<file path="src/rtl/stkdel_pkg.sv">
// ----------------------------------------------------------------------------
// stkdel_pkg
// shared types and codes for the stack with delete-by-value
// ----------------------------------------------------------------------------
package stkdel_pkg;

   localparam int WORD_W  = 32;
   localparam int FILL_W  = 5;

   typedef enum logic [1:0] {
      MODE_PUSH   = 2'd0,
      MODE_POP    = 2'd1,
      MODE_PEEK   = 2'd2,
      MODE_DELETE = 2'd3
   } mode_type;

   typedef enum logic [1:0] {
      ST_OK       = 2'd0,
      ST_EMPTY    = 2'd1,
      ST_NOTFOUND = 2'd2,
      ST_FULL     = 2'd3
   } status_type;

   typedef enum logic [2:0] {
      S_IDLE  = 3'd0,
      S_EXEC  = 3'd1,
      S_READ  = 3'd2,
      S_SCAN  = 3'd3,
      S_SHIFT = 3'd4
   } state_type;

   // read address select
   typedef enum logic [1:0] {
      RD_TOP      = 2'd0,
      RD_PTR_DEC  = 2'd1,
      RD_PTR_INC  = 2'd2,
      RD_PTR_INC2 = 2'd3
   } rd_sel_type;

   typedef enum logic [1:0] {
      PTR_HOLD = 2'd0,
      PTR_TOP  = 2'd1,
      PTR_DEC  = 2'd2,
      PTR_INC  = 2'd3
   } ptr_op_type;

   typedef enum logic [1:0] {
      CNT_HOLD = 2'd0,
      CNT_INC  = 2'd1,
      CNT_DEC  = 2'd2
   } cnt_op_type;

   typedef enum logic [1:0] {
      RV_ZERO = 2'd0,
      RV_ONES = 2'd1,
      RV_READ = 2'd2
   } rv_sel_type;

   // controller -> datapath
   typedef struct packed {
      logic       load_req;
      rd_sel_type rd_sel;
      ptr_op_type ptr_op;
      cnt_op_type cnt_op;
      logic       wr_en;
      logic       wr_shift;
      logic       rsp_en;
      status_type rsp_status;
      rv_sel_type rsp_value_sel;
   } ctrl_cmd_type;

   // datapath -> controller
   typedef struct packed {
      mode_type mode;
      logic     is_full;
      logic     is_empty;
      logic     match;
      logic     ptr_zero;
      logic     ptr_at_top;
      logic     next_at_top;
   } dp_stat_type;

endpackage

</file>
<file path="src/rtl/stkdel_dp.sv">
// ----------------------------------------------------------------------------
// stkdel_dp
// datapath: entry memory, fill count, scan pointer and result registers
// ----------------------------------------------------------------------------
module stkdel_dp #(
   parameter int DEPTH = 16
) (
   input  logic                         clock,
   input  logic                         reset,
   input  stkdel_pkg::ctrl_cmd_type     cmd,
   output stkdel_pkg::dp_stat_type      stat,
   input  logic [1:0]                   req_mode,
   input  logic signed [31:0]           req_operand_value,
   output logic                         rsp_valid,
   output logic signed [31:0]           rsp_result_value,
   output logic [1:0]                   rsp_status,
   output logic [4:0]                   rsp_fill_count,
   output logic                         rsp_is_empty
);
   import stkdel_pkg::*;

   localparam int AW = $clog2(DEPTH);
   localparam int CW = $clog2(DEPTH + 1);

   logic [WORD_W-1:0] mem [DEPTH];

   mode_type          mode_ff;
   logic [WORD_W-1:0] operand_ff;
   logic [CW-1:0]     count_ff;
   logic [CW-1:0]     count_in;
   logic [AW-1:0]     ptr_ff;
   logic [AW-1:0]     ptr_in;
   logic [WORD_W-1:0] rd_data_ff;
   logic [AW-1:0]     rd_addr;
   logic [AW-1:0]     wr_addr;
   logic [WORD_W-1:0] wr_data;
   logic [AW-1:0]     top_idx;
   logic [CW-1:0]     top_cnt;

   logic              rsp_valid_ff;
   logic [WORD_W-1:0] rsp_value_ff;
   logic [WORD_W-1:0] rsp_value_in;
   status_type        rsp_status_ff;
   logic [FILL_W-1:0] rsp_fill_ff;
   logic              rsp_empty_ff;

   assign top_cnt = count_ff - CW'(1);
   assign top_idx = AW'(top_cnt);

   // status toward the controller
   assign stat.mode        = mode_ff;
   assign stat.is_full     = (count_ff == CW'(DEPTH));
   assign stat.is_empty    = (count_ff == '0);
   assign stat.match       = (rd_data_ff == operand_ff);
   assign stat.ptr_zero    = (ptr_ff == '0);
   assign stat.ptr_at_top  = (CW'(ptr_ff) == top_cnt);
   assign stat.next_at_top = ((CW'(ptr_ff) + CW'(1)) == top_cnt);

   always_comb begin
      unique case (cmd.rd_sel)
         RD_TOP:      rd_addr = top_idx;
         RD_PTR_DEC:  rd_addr = ptr_ff - AW'(1);
         RD_PTR_INC:  rd_addr = ptr_ff + AW'(1);
         RD_PTR_INC2: rd_addr = ptr_ff + AW'(2);
         default:     rd_addr = top_idx;
      endcase
   end

   always_comb begin
      unique case (cmd.ptr_op)
         PTR_HOLD: ptr_in = ptr_ff;
         PTR_TOP:  ptr_in = top_idx;
         PTR_DEC:  ptr_in = ptr_ff - AW'(1);
         PTR_INC:  ptr_in = ptr_ff + AW'(1);
         default:  ptr_in = ptr_ff;
      endcase
   end

   always_comb begin
      unique case (cmd.cnt_op)
         CNT_HOLD: count_in = count_ff;
         CNT_INC:  count_in = count_ff + CW'(1);
         CNT_DEC:  count_in = count_ff - CW'(1);
         default:  count_in = count_ff;
      endcase
   end

   assign wr_addr = cmd.wr_shift ? ptr_ff : AW'(count_ff);
   assign wr_data = cmd.wr_shift ? rd_data_ff : operand_ff;

   always_comb begin
      unique case (cmd.rsp_value_sel)
         RV_ZERO: rsp_value_in = '0;
         RV_ONES: rsp_value_in = '1;
         RV_READ: rsp_value_in = rd_data_ff;
         default: rsp_value_in = '0;
      endcase
   end

   // entry memory, one write and one registered read per cycle
   always_ff @(posedge clock) begin
      if (cmd.wr_en) begin
         mem[wr_addr] <= wr_data;
      end
      rd_data_ff <= mem[rd_addr];
   end

   always_ff @(posedge clock) begin
      if (reset) begin
         count_ff     <= '0;
         rsp_valid_ff <= 1'b0;
      end else begin
         count_ff     <= count_in;
         rsp_valid_ff <= cmd.rsp_en;
      end
   end

   always_ff @(posedge clock) begin
      ptr_ff <= ptr_in;
      if (cmd.load_req) begin
         mode_ff    <= mode_type'(req_mode);
         operand_ff <= req_operand_value;
      end
      if (cmd.rsp_en) begin
         rsp_value_ff  <= rsp_value_in;
         rsp_status_ff <= cmd.rsp_status;
         rsp_fill_ff   <= FILL_W'(count_in);
         rsp_empty_ff  <= (count_in == '0);
      end
   end

   assign rsp_valid        = rsp_valid_ff;
   assign rsp_result_value = rsp_value_ff;
   assign rsp_status       = rsp_status_ff;
   assign rsp_fill_count   = rsp_fill_ff;
   assign rsp_is_empty     = rsp_empty_ff;

endmodule

</file>
<file path="src/rtl/stkdel_ctrl.sv">
// ----------------------------------------------------------------------------
// stkdel_ctrl
// controller: sequences push, pop, peek and the delete scan and shift
// ----------------------------------------------------------------------------
module stkdel_ctrl (
   input  logic                     clock,
   input  logic                     reset,
   input  logic                     start,
   output logic                     busy,
   input  stkdel_pkg::dp_stat_type  stat,
   output stkdel_pkg::ctrl_cmd_type cmd
);
   import stkdel_pkg::*;

   state_type state_ff;
   state_type state_in;

   always_ff @(posedge clock) begin
      if (reset) begin
         state_ff <= S_IDLE;
      end else begin
         state_ff <= state_in;
      end
   end

   // next state
   always_comb begin
      state_in = state_ff;
      unique case (state_ff)
         S_IDLE: begin
            if (start) state_in = S_EXEC;
         end
         S_EXEC: begin
            unique case (stat.mode)
               MODE_PUSH:   state_in = S_IDLE;
               MODE_POP,
               MODE_PEEK:   state_in = stat.is_empty ? S_IDLE : S_READ;
               MODE_DELETE: state_in = stat.is_empty ? S_IDLE : S_SCAN;
               default:     state_in = S_IDLE;
            endcase
         end
         S_READ: state_in = S_IDLE;
         S_SCAN: begin
            priority if (stat.match) begin
               state_in = stat.ptr_at_top ? S_IDLE : S_SHIFT;
            end else if (stat.ptr_zero) begin
               state_in = S_IDLE;
            end else begin
               state_in = S_SCAN;
            end
         end
         S_SHIFT: begin
            if (stat.next_at_top) state_in = S_IDLE;
         end
         default: state_in = S_IDLE;
      endcase
   end

   // outputs
   always_comb begin
      busy              = (state_ff != S_IDLE);
      cmd.load_req      = 1'b0;
      cmd.rd_sel        = RD_TOP;
      cmd.ptr_op        = PTR_HOLD;
      cmd.cnt_op        = CNT_HOLD;
      cmd.wr_en         = 1'b0;
      cmd.wr_shift      = 1'b0;
      cmd.rsp_en        = 1'b0;
      cmd.rsp_status    = ST_OK;
      cmd.rsp_value_sel = RV_ZERO;
      unique case (state_ff)
         S_IDLE: begin
            cmd.load_req = start;
         end
         S_EXEC: begin
            unique case (stat.mode)
               MODE_PUSH: begin
                  cmd.rsp_en = 1'b1;
                  if (stat.is_full) begin
                     cmd.rsp_status = ST_FULL;
                  end else begin
                     cmd.wr_en  = 1'b1;
                     cmd.cnt_op = CNT_INC;
                  end
               end
               MODE_POP,
               MODE_PEEK: begin
                  if (stat.is_empty) begin
                     cmd.rsp_en        = 1'b1;
                     cmd.rsp_status    = ST_EMPTY;
                     cmd.rsp_value_sel = RV_ONES;
                  end
               end
               MODE_DELETE: begin
                  if (stat.is_empty) begin
                     cmd.rsp_en     = 1'b1;
                     cmd.rsp_status = ST_NOTFOUND;
                  end else begin
                     cmd.ptr_op = PTR_TOP;
                  end
               end
               default: ;
            endcase
         end
         S_READ: begin
            cmd.rsp_en        = 1'b1;
            cmd.rsp_value_sel = RV_READ;
            if (stat.mode == MODE_POP) cmd.cnt_op = CNT_DEC;
         end
         S_SCAN: begin
            priority if (stat.match) begin
               if (stat.ptr_at_top) begin
                  cmd.cnt_op = CNT_DEC;
                  cmd.rsp_en = 1'b1;
               end else begin
                  cmd.rd_sel = RD_PTR_INC;
               end
            end else if (stat.ptr_zero) begin
               cmd.rsp_en     = 1'b1;
               cmd.rsp_status = ST_NOTFOUND;
            end else begin
               cmd.rd_sel = RD_PTR_DEC;
               cmd.ptr_op = PTR_DEC;
            end
         end
         S_SHIFT: begin
            cmd.wr_en    = 1'b1;
            cmd.wr_shift = 1'b1;
            if (stat.next_at_top) begin
               cmd.cnt_op = CNT_DEC;
               cmd.rsp_en = 1'b1;
            end else begin
               cmd.rd_sel = RD_PTR_INC2;
               cmd.ptr_op = PTR_INC;
            end
         end
         default: ;
      endcase
   end

endmodule

</file>
<file path="src/rtl/stack_with_delete_by_value.sv">
// ----------------------------------------------------------------------------
// stack_with_delete_by_value
// bounded lifo stack of signed words with push, pop, peek and delete-by-value
// ----------------------------------------------------------------------------
//  channel   ports                                   handshake
//  request   req_mode, req_operand_value             start and not busy
//  response  rsp_result_value, rsp_status,           rsp_valid, one cycle
//            rsp_fill_count, rsp_is_empty
//
//  push, or any request that fails at once: busy in the exec state only
//  pop and peek: busy in exec, then read (registered memory read)
//  delete: exec, then scan one entry at a time from the top, then shift the
//  entries above the match down one at a time, through the single read port
//  the response shows in the same cycle that busy drops; the receiver cannot stall
//  reset empties the stack at once; the entry memory itself is not cleared
// ----------------------------------------------------------------------------
module stack_with_delete_by_value #(
   parameter int DEPTH = 16
) (
   input  logic               clock,
   input  logic               reset,
   input  logic               start,
   output logic               busy,
   input  logic [1:0]         req_mode,
   input  logic signed [31:0] req_operand_value,
   output logic               rsp_valid,
   output logic signed [31:0] rsp_result_value,
   output logic [1:0]         rsp_status,
   output logic [4:0]         rsp_fill_count,
   output logic               rsp_is_empty
);
   import stkdel_pkg::*;

   // command and status between the controller and the datapath
   ctrl_cmd_type cmd;
   dp_stat_type  stat;

   // sequencer: one state per step of an operation, delete loops in scan/shift
   stkdel_ctrl u_ctrl (
      .clock (clock),
      .reset (reset),
      .start (start),
      .busy  (busy),
      .stat  (stat),
      .cmd   (cmd)
   );

   // entry memory, count, scan pointer and the response registers
   stkdel_dp #(
      .DEPTH (DEPTH)
   ) u_dp (
      .clock             (clock),
      .reset             (reset),
      .cmd               (cmd),
      .stat              (stat),
      .req_mode          (req_mode),
      .req_operand_value (req_operand_value),
      .rsp_valid         (rsp_valid),
      .rsp_result_value  (rsp_result_value),
      .rsp_status        (rsp_status),
      .rsp_fill_count    (rsp_fill_count),
      .rsp_is_empty      (rsp_is_empty)
   );

endmodule

</file>
<file path="config.mk">
export PLATFORM = sky130hd
export DESIGN_NAME = stack_with_delete_by_value
export DESIGN_NICKNAME = d
export VERILOG_FILES = /design/src/rtl/stkdel_pkg.sv /design/src/rtl/stkdel_dp.sv /design/src/rtl/stkdel_ctrl.sv /design/src/rtl/stack_with_delete_by_value.sv
export SDC_FILE = /design/constraint.sdc
export NUM_CORES = 1
export LEC_CHECK = 0
export ABC_AREA = 1
export BUFFER_PORTS_ARGS = -buffer_cell sky130_fd_sc_hd__buf_2
export CORE_ASPECT_RATIO = 1.75
export CORE_MARGIN = 4
export CORE_UTILIZATION = 58
export CTS_CLUSTER_SIZE = 20
export DETAILED_ROUTE_END_ITERATION = 10
export PLACE_DENSITY_LB_ADDON = 0.15
export SYNTH_ARGS = -nofsm -noshare
export SYNTH_HDL_FRONTEND = slang
export SYNTH_HIERARCHICAL = 1
export SYNTH_SLANG_ARGS = --single-unit
</file>
<file path="constraint.sdc">
create_clock -name clock -period 4.1 [get_ports clock]
set_clock_uncertainty 0.2 [all_clocks]
set_input_delay 0 -clock clock [delete_from_list [all_inputs] [get_ports clock]]
set_output_delay 0 -clock clock [all_outputs]
set_load 0.005 [all_outputs]
</file>
; ---- Word-level counts from Yosys, hierarchy flattened
; Memory sizes are Yosys's and may differ from the RTL's. A register that Yosys moved wholly into a read port is not among the register bits.
; Index checks and enable logic that the tools add are counted.
[op_classes]
n_addsub = 6
n_eq_ne = 23
muxes = 49
reduce_logical = 10
[op_table]
columns = cell, n
row1 = $pmux 32 s2, 1
row2 = $eq 32x32->1, 1
row3 = $mux 32, 1
row4 = $mux 2, 15
row5 = $mux 3, 7
row6 = $pmux 3 s3, 2
row7 = $eq 2x2->1 const B, 8
row8 = $pmux 4 s4, 1
row9 = $pmux 2 s2, 3
row10 = $pmux 3 s4, 1
row11 = $pmux 4 s3, 1
row12 = $eq 2x1->1 const B, 5
row13 = $logic_not 5->1, 2
row14 = $pmux 5 s2, 1
row15 = $mux 1, 9
row16 = $mux 4, 2
row17 = $pmux 2 s4, 1
row18 = $eq 3x2->1 const B, 2
row19 = $logic_not 2->1, 3
row20 = $pmux 2 s3, 1
row21 = $add 4x1->5 const B, 1
row22 = $add 5x1->5 const B, 1
row23 = $eq 4x5->1, 1
row24 = $eq 5x5->1, 1
row25 = 16 further kinds, 17
[word_totals]
regBits = 87
mem_bits_rw = 512
in_bits = 37
output_inout_bits = 42
memories = 1
[mem_list]
columns = memory, words, word_bits, rd, rd_clocked_by_memory_dff, write_ports, line
row1 = u_dp.mem, 16, 32, 1, 1, 1, stkdel_dp.sv:25  ; logic [WORD_W-1:0] mem [DEPTH];

; ---- Depth between registers and ports, before layout
; Gate-level depths: netlist of the first run.
[depth]
word_depth = 8
depth_mapped = 24
ltp_nobuf = 20

; ---- By module
; The synthesis of the first run kept the hierarchy.
[modules_own_cells]
columns = module, instances, cells_per_inst, area_per_inst_um2, seq_area_each_um2
row1 = stkdel_dp, 1, 2472, 27388.8, 18477.7
row2 = stkdel_ctrl, 1, 68, 391.6, 60.1

; ---- Worst setup path after synthesis of the first run
; OpenSTA, ideal clock, no wires.
[synth_path]
kind = reg-to-reg
from = register u_ctrl.state_ff[2]
to = memory u_dp.mem[2][0], enable pin
setup_ns = 0.421
t_arrival_ns = 2.955
required_ns = 3.479
slack_ns = 0.523
stages_incl_launch_ff = 9
synth_period_minus_slack_ns = 3.577
path_cell_list = dfxtp_1 inv_1 nor3_2 clkbuf_1 clkbuf_1 o21ai_0 inv_1 nand2_1 nor2_1
[synth_rtl]
columns = element, line
row1 = start: declaration, stkdel_ctrl.sv:15  ; state_type state_ff;
row2 = start signal: assignment, stkdel_ctrl.sv:22  ; state_ff <= state_in;
row3 = end: declaration, stkdel_dp.sv:25

==> results of run 1 <==
-- cell usage in the layout, fill, tap and decap left out, drive strengths merged --
cell type    synthesis  layout
o211ai               2       2
dlygate4sd3          0      70
or2                  5       5
a31oi                1       1
bufinv               0      12
nor3                 5       5
o2111ai              2       2
nand2              548     548
edfxtp             590     590
nand4               10      10
clkinv               0      23
buf                130     160
nor2                54      54
xnor2               30      30
mux2                19      19
nand3b             128     128
nor4                 1       1
o21a                 1       1
nand3              535     535
clkbuf              19      65
a21oi               43      43
dfxtp               41      41
o221ai               3       3
o22ai                2       2
xor2                 5       5
o21ai               31      31
ha                  16      16
clkinvlp             0       1
inv                319     320
-- kinds of logic (layout without fill, tap and decap cells) --
family                   count (synthesis)  after routing  synth area share, %
XOR/XNOR                                35             35                 1.10
buffers and inverters                  468            651                 7.10
adder cells (fa/ha/maj)                 16             16                0.721
multiplexers                            19             19                0.770
AND/OR/NAND/NOR                       1286           1286                 21.8
flip-flops                             631            631                 66.7
AO/OA/AOI/OAI                           85             85                 1.75
-- sequential cells by signal (all words and copies together) (netlist names) --
name / flops
u_dp/rsp_fill_count: 5
u_dp/ptr_ff: 4
u_dp/mode_ff: 2
u_dp/count_ff: 5
u_dp/rd_data_ff: 32
u_dp/mem: 512
u_dp/rsp_valid: 1
u_ctrl/state_ff: 3
u_dp/rsp_status: 2
u_dp/rsp_is_empty: 1
u_dp/operand_ff: 32
u_dp/rsp_result_value: 32
-- final timing paths --
kind	depth (start not counted)	slack, ns	start	to
worst min register to register	2	0.34	u_dp/count_ff[4]	u_dp/count_ff[4]
worst max register to register	21	0.21	u_dp/operand_ff[21]	u_dp/rd_data_ff[19]
worst min-delay path	3	0.08	reset	u_ctrl/state_ff[2]
worst max-delay path	21	0.21	u_dp/operand_ff[21]	u_dp/rd_data_ff[19]
-- area by class of cell --
class	instances	area, µm²	area share, %
repair buffers	231	2260	7.04
clock inverters	37	489	1.52
clock buffers	64	1440	4.48
flip-flops and latches	631	18500	57.7
multi-input cells	1441	7480	23.3
inverters	319	1200	3.74
well taps	588	736	2.29
-- per-stage QoR --
step / utilization, % / cells / area [µm²]
3_5_place_dp: 62.4 / 3135 / 29400
3_3_place_gp: 62.4 / 3135 / 29400
6_report: 68.2 / 3311 / 32200
2_1_floorplan: - / 2540 / 27800
5_1_grt: 68.2 / 3311 / 32200
4_1_cts: 67.9 / 3306 / 32000
-- power by group through the flow --
stage | Sequential [µW] | Clock (µW) | Combinational, µW
CTS | 7190 | 5600 | 479
detailed placement | 7330 | 0 | 426
finish | 7190 | 5540 | 487
global placement | 7330 | 0 | 417
floorplan | 7320 | 0 | 223
global route | 7190 | 5840 | 525
-- what timing repair did --
action | CTS | global route
endpoints found under the hold margin | 67 | 0
resized for setup | 1 | 12
cloned | 0 | 1
pin swaps | 0 | 1
setup endpoints to repair | 4 | 31
buffers inserted | 0 | 4
hold buffers | 70 | 0
-- layer usage --
metal	share of wire [%]	GRT usage (%)	up-vias
met5	0	0	-
met4	5.1	13.5	0
met3	8.2	3.93	236
met2	50	48.8	975
met1	37	35.2	9500
li1	-	-	8921
-- worst max-delay path, stage by stage (launching register included) --
cell and delay [ns]:
edfxtp_1 0.48, xnor2_2 0.24, nand4_1 0.20, nor3_4 0.29, buf_4 0.15, nand2_1 0.12, nor2_2 0.16, inv_1 0.06
nor2_1 0.08, nand2_1 0.09, nand2_2 0.16, inv_2 0.08, nand2_4 0.15, nand3_4 0.17, nand3_4 0.16, buf_12 0.25
buf_16 0.26, nand2_1 0.09, nand3_1 0.08, nand3_1 0.11, nand3_1 0.09, nand2_1 0.05
==> results.ini, run 1 <==
[logic_synthesis]
synthCells=2540
synthArstFlopShare_pct=0
syn_avg_cell_area_um2=10.9
synth_commonest_cells=590 x edfxtp_1, 545 x nand2_1, 533 x nand3_1
ys_seq_area_share_pct=66.7
netlist_area_um2=27800
synthTopCellsByArea=edfxtp_1 64%, nand3_1 9.6%, nand2_1 7.4%, inv_1 4.2%, nand3b_1 3.5%
synth-main-ff-cell=edfxtp_1
synth_largest_area_cell=edfxtp_1
syn-num-nets=2593
ys_seq_elements=631
synth_top_area_share_pct=63.8
synth_most_common_cell=edfxtp_1
synth_edf_count=590
yosysUniqueCellTypes=40
ys_warn_count=6

[drt]
wire_per_inst_um=22.5
viasPerCell=5.93
antenna_left=0
via_count=19600
drt-initial-drc-count=2012
post-route-drc-count=0
dr.pass1.iters=8
wl_um=74700

[grt]
antenna_found_initial=0
grt_usage_pct=28.3
grt_max_degree=91
grt_overflow=0
grt_pass1_wl_um=112000
grt_pass1_vias=19400

[critical_path]
cp-start-kind=flop
critPathMaxFanout=45
crit_required_ns=4.38
crit_path_end_kind=flop
path_class=reg2reg
worst_ep_arrival_time_ns=4.17

[sta]
setup_viol=0
min_period_ns=3.89
worst_slack_ns=0.212
rsz0062_at_grt=true
finalHoldViolCount=0
worstMarginPinSlew_ns=1.16
finalCritPeriodShare_pct=94.8
fmax_ghz=0.257
hold_slack_ns=0.0846
relSlewSlack_pct=22.2
slew_violations=0
fin_tns_setup_ns=0

[layout]
area_growth_pct=15.7
fill_cells=3344
diodes=0
nets=2731
drive_gt1_share_pct=11.5

[clock_tree]
clk_latency_ns=0.59
htreeDepth=2
cts_tree=built
cts_inserted_buffers=54
root_buffer=clkbuf_16
clkTransAtPathRegs_ns=0.07
clock_sinks=631
ctsLongestPathBuffers=3

[pwr]
power.internal_uw=10600
power.density_nw_per_um2=411
power_leakage_uw=0.0125
totalPowerFinal_uw=13200
power.share.clock_pct=41.9
power_frac_seq_pct=54.4
vdd_drop_max_mv=0.389
p_switching_uw=2640
swShare_pct=20.0
pwr-share-comb_pct=3.7

[floorplan]
fp.dieH_um=298
io_pins=79
coreArea_um2=47200
dieArea_um2=51600
die-width_um=173
rows=105
initial_core_util_pct=58.9

[place]
pre_cts_slack_ns=0.00973
hpwl_um=41500
portBuffers=78
gp_congestion=0.880

[outcome]
status=finished, final reports clean

[hold_path]
hold_class=in2reg

[job]
drv_cap=0

No activity file was read; power rests on OpenSTA's default activity.
==> run 2, diff against run 1 <==
- ABC_AREA: 1 -> 0
- SETUP_SLACK_MARGIN: default -> 0.15
==> run 2 against run 1 <==
Power rose by 0.78%. Hold slack improved by 0.11 ns. First-iteration DRC count rose by 57%. Register-to-register slack got worse by 0.13 ns. Sequential cell count did not move. Fmax fell by 3.2%.
==> results.ini, run 2 <==
[outcome]
status=finished, final reports clean

[clock_tree]
cts_tree=built
htreeDepth=2  ; unchanged
clkTransAtPathRegs_ns=0.07  ; about the same
clock_sinks=631  ; unchanged
root_buffer=clkbuf_16
ctsLongestPathBuffers=3  ; unchanged
cts_inserted_buffers=59  ; +9.3%
clk_latency_ns=0.66  ; +0.07 ns

[sta]
rsz0062_at_grt=true
worstMarginPinSlew_ns=1.23  ; +0.0701 ns
finalHoldViolCount=0  ; unchanged
setup_viol=0  ; unchanged
finalCritPeriodShare_pct=97.9  ; +3.1 points
fmax_ghz=0.249  ; -3.2%
relSlewSlack_pct=17.2  ; -5.0 points
min_period_ns=4.02  ; +0.127 ns
slew_violations=0  ; unchanged

[critical_path]
crit_path_end_kind=flop
max_stage_delay_ns=0.46  ; -0.02 ns
cp_common_cell=mux2i_1
cp-start-kind=flop
startpoint=u_dp/operand_ff[23]
slowest_stage=edfxtp_1
critPathMaxFanout=9  ; -80%
cp_cell_sequence=xor2_1 -> nor4_2 -> nand4_1 -> nor2_2 -> nand4b_1 -> o21ai_4 -> buf_12 -> buf_12 -> buf_16 -> buf_6 -> buf_4 -> mux2i_1 -> o22ai_1 -> nor2_1 -> mux2i_1 -> mux2i_1 -> mux2i_1
path_class=reg2reg
crit_required_ns=4.43  ; +0.05 ns
ff2ff_path_depth=17  ; -19%
worst_ep_arrival_time_ns=4.35  ; +0.18 ns
timing.rr.start=u_dp/operand_ff[23]

[floorplan]
dieArea_um2=71800  ; +39%
initial_core_util_pct=58.7  ; -0.24 points
die-width_um=204  ; +18%
io_pins=79  ; unchanged
rows=125  ; +19%
coreArea_um2=66600  ; +41%
fp.dieH_um=351  ; +18%

[logic_synthesis]
synth_largest_area_cell=edfxtp_1
synth_edf_count=590  ; unchanged
synth_most_common_cell=mux2i_1
ys_warn_count=6  ; unchanged
ys_seq_area_share_pct=47.4  ; -19 points
synthTopCellsByArea=edfxtp_1 45%, mux2i_1 32%, o22ai_1 8.2%, nor2_1 3.1%, dfxtp_1 2.1%
synth_commonest_cells=1253 x mux2i_1, 590 x edfxtp_1, 513 x o22ai_1
synth_top_area_share_pct=45.3  ; -18 points
synth-main-ff-cell=edfxtp_1
ys_seq_elements=631  ; unchanged
syn-num-nets=3330  ; +28%
syn_avg_cell_area_um2=11.9  ; +9.0%
synthArstFlopShare_pct=0  ; unchanged
netlist_area_um2=39100  ; +41%
synthCells=3277  ; +29%
yosysUniqueCellTypes=52  ; +30%

[layout]
fill_cells=4654  ; +39%
layout_common_cells=1246 x mux2i_1, 590 x edfxtp_1, 503 x o22ai_1
final_common_cell=mux2i_1
regMostFlops=u_dp/mem
diodes=0  ; unchanged
area_growth_pct=16.0
largest_reg_flops=512  ; unchanged
fin_area_um2=45300  ; +41%
nets=3485  ; +28%
drive_gt1_share_pct=14.1  ; +2.5 points

[grt]
antenna_found_initial=0  ; unchanged
grt_usage_pct=30.9  ; +2.7 points
grt_pass1_wl_um=174000  ; +55%
grt_max_degree=120  ; +32%
grt_overflow=0  ; unchanged
grt_pass1_vias=30100  ; +56%

[place]
hpwl_um=62300  ; +50%
placed_cell_area_um2=41100  ; +40%
portBuffers=78  ; unchanged
gp_congestion=0.870  ; -1.1%

[job]
drv_cap=0  ; unchanged

[pwr]
power.density_nw_per_um2=294  ; -29%
swShare_pct=21.2  ; +1.2 points
power.internal_uw=10500  ; -0.73%
power_leakage_uw=0.0157  ; +25%
totalPowerFinal_uw=13300  ; +0.78%
pwr-share-comb_pct=3.1  ; -0.6 points
power.share.clock_pct=43.2  ; +1.3 points
vdd_drop_max_mv=0.311  ; -20%
p_switching_uw=2820  ; +6.8%
power_frac_seq_pct=53.7  ; -0.7 points

[drt]
wire_per_inst_um=27.4  ; +21%
antenna_left=0  ; unchanged
viasPerCell=6.87  ; +16%
met2_length_um=58500  ; +57%
wl_um=120000  ; +60%
dr.pass1.iters=5  ; -3
met1_length_um=44600  ; +63%
wl_met3_um=10100  ; +65%
highest_layer=met4
post-route-drc-count=0  ; unchanged
via_count=30000  ; +53%
drt-initial-drc-count=3160  ; +57%

[hold_path]
min_path_cells=5  ; +2
hold_class=in2reg
hp-start=start

## run 2: cell families after synthesis
| group | synth area share (%) |
|---|---|
| XOR/XNOR | 1.05 |
| flip-flops | 47.4 |
| multiplexers | 33.0 |
| buffers and inverters | 4.21 |
| adder cells (fa/ha/maj) | 0.512 |
| AND/OR/NAND/NOR | 4.35 |
| AO/OA/AOI/OAI | 9.40 |
## run 2: what timing repair did
action / 4_1_cts / 5_1_grt
resized for setup: 26 / 59
hold endpoints to repair: 77 / 0
gates cloned: 9 / 14
setup endpoints to repair: 32 / 32
setup buffers: 27 / 27
hold buffers: 74 / 0
pin swaps: 4 / 10
## run 2: cell type report
type                            instances  area, µm²  area share (%)
Clock inverter                         26        300           0.663
Sequential cell                       631      18500            40.9
Timing Repair Buffer                  371       4260            9.40
Clock buffer                           85       1690            3.72
Tap cell                              889       1110            2.45
Inverter                               23       86.3           0.191
Multi-Input combinational cell       2346      19300            42.7
## run 2: worst max-delay path: cells and delay by family (launching register included)
family	cells	cell delay, ns
AOI/OAI and AO/OA	2	0.51
buffers and inverters	5	0.80
muxes	4	0.52
xor gates and xnor gates	1	0.18
DFF	1	0.46
and+or+nand+nor	5	1.19
## run 2: stage by stage
| stage | worst slack, ns | std cells | hold slack (ns) | setup TNS, ns | util [%] |
|---|---|---|---|---|---|
| floorplan | 0.191 | 3277 | -0.131 | 0 | - |
| global placement | -0.0192 | 4109 | -0.0188 | -0.0361 | 61.6 |
| detailed placement | -0.0414 | 4109 | -0.0212 | -0.177 | 61.6 |
| CTS | 0.159 | 4330 | 0.126 | 0 | 66.7 |
| global route | -0.0334 | 4371 | 0.195 | -0.0855 | 68.0 |
| finish | 0.0846 | 4371 | 0.194 | 0 | 68.0 |
## run 2: routing by layer
| layer | track usage [%] | up-vias |
|---|---|---|
| met1 | 37.9 | 15000 |
| met3 | 4.77 | 338 |
| li1 | - | 13100 |
| met4 | 15.0 | 0 |
| met2 | 53.5 | 1535 |
| met5 | 0 | - |
## run 2: final timing paths
| check | endpoint | slack (ns) |
|---|---|---|
| hold reg to reg | u_ctrl/state_ff[0] | 0.48 |
| setup / recovery | u_dp/rd_data_ff[20] | 0.08 |
| setup reg to reg | u_dp/rd_data_ff[20] | 0.08 |
| hold / removal | u_ctrl/state_ff[0] | 0.19 |
## run 2: power groups by stage
stage,clock (µW),combinational (µW),sequential [µW]
global placement,0,329,7290
floorplan,0,179,7280
finish,5750,416,7150
global route,6060,439,7150
CTS,5770,398,7150
detailed placement,0,339,7290
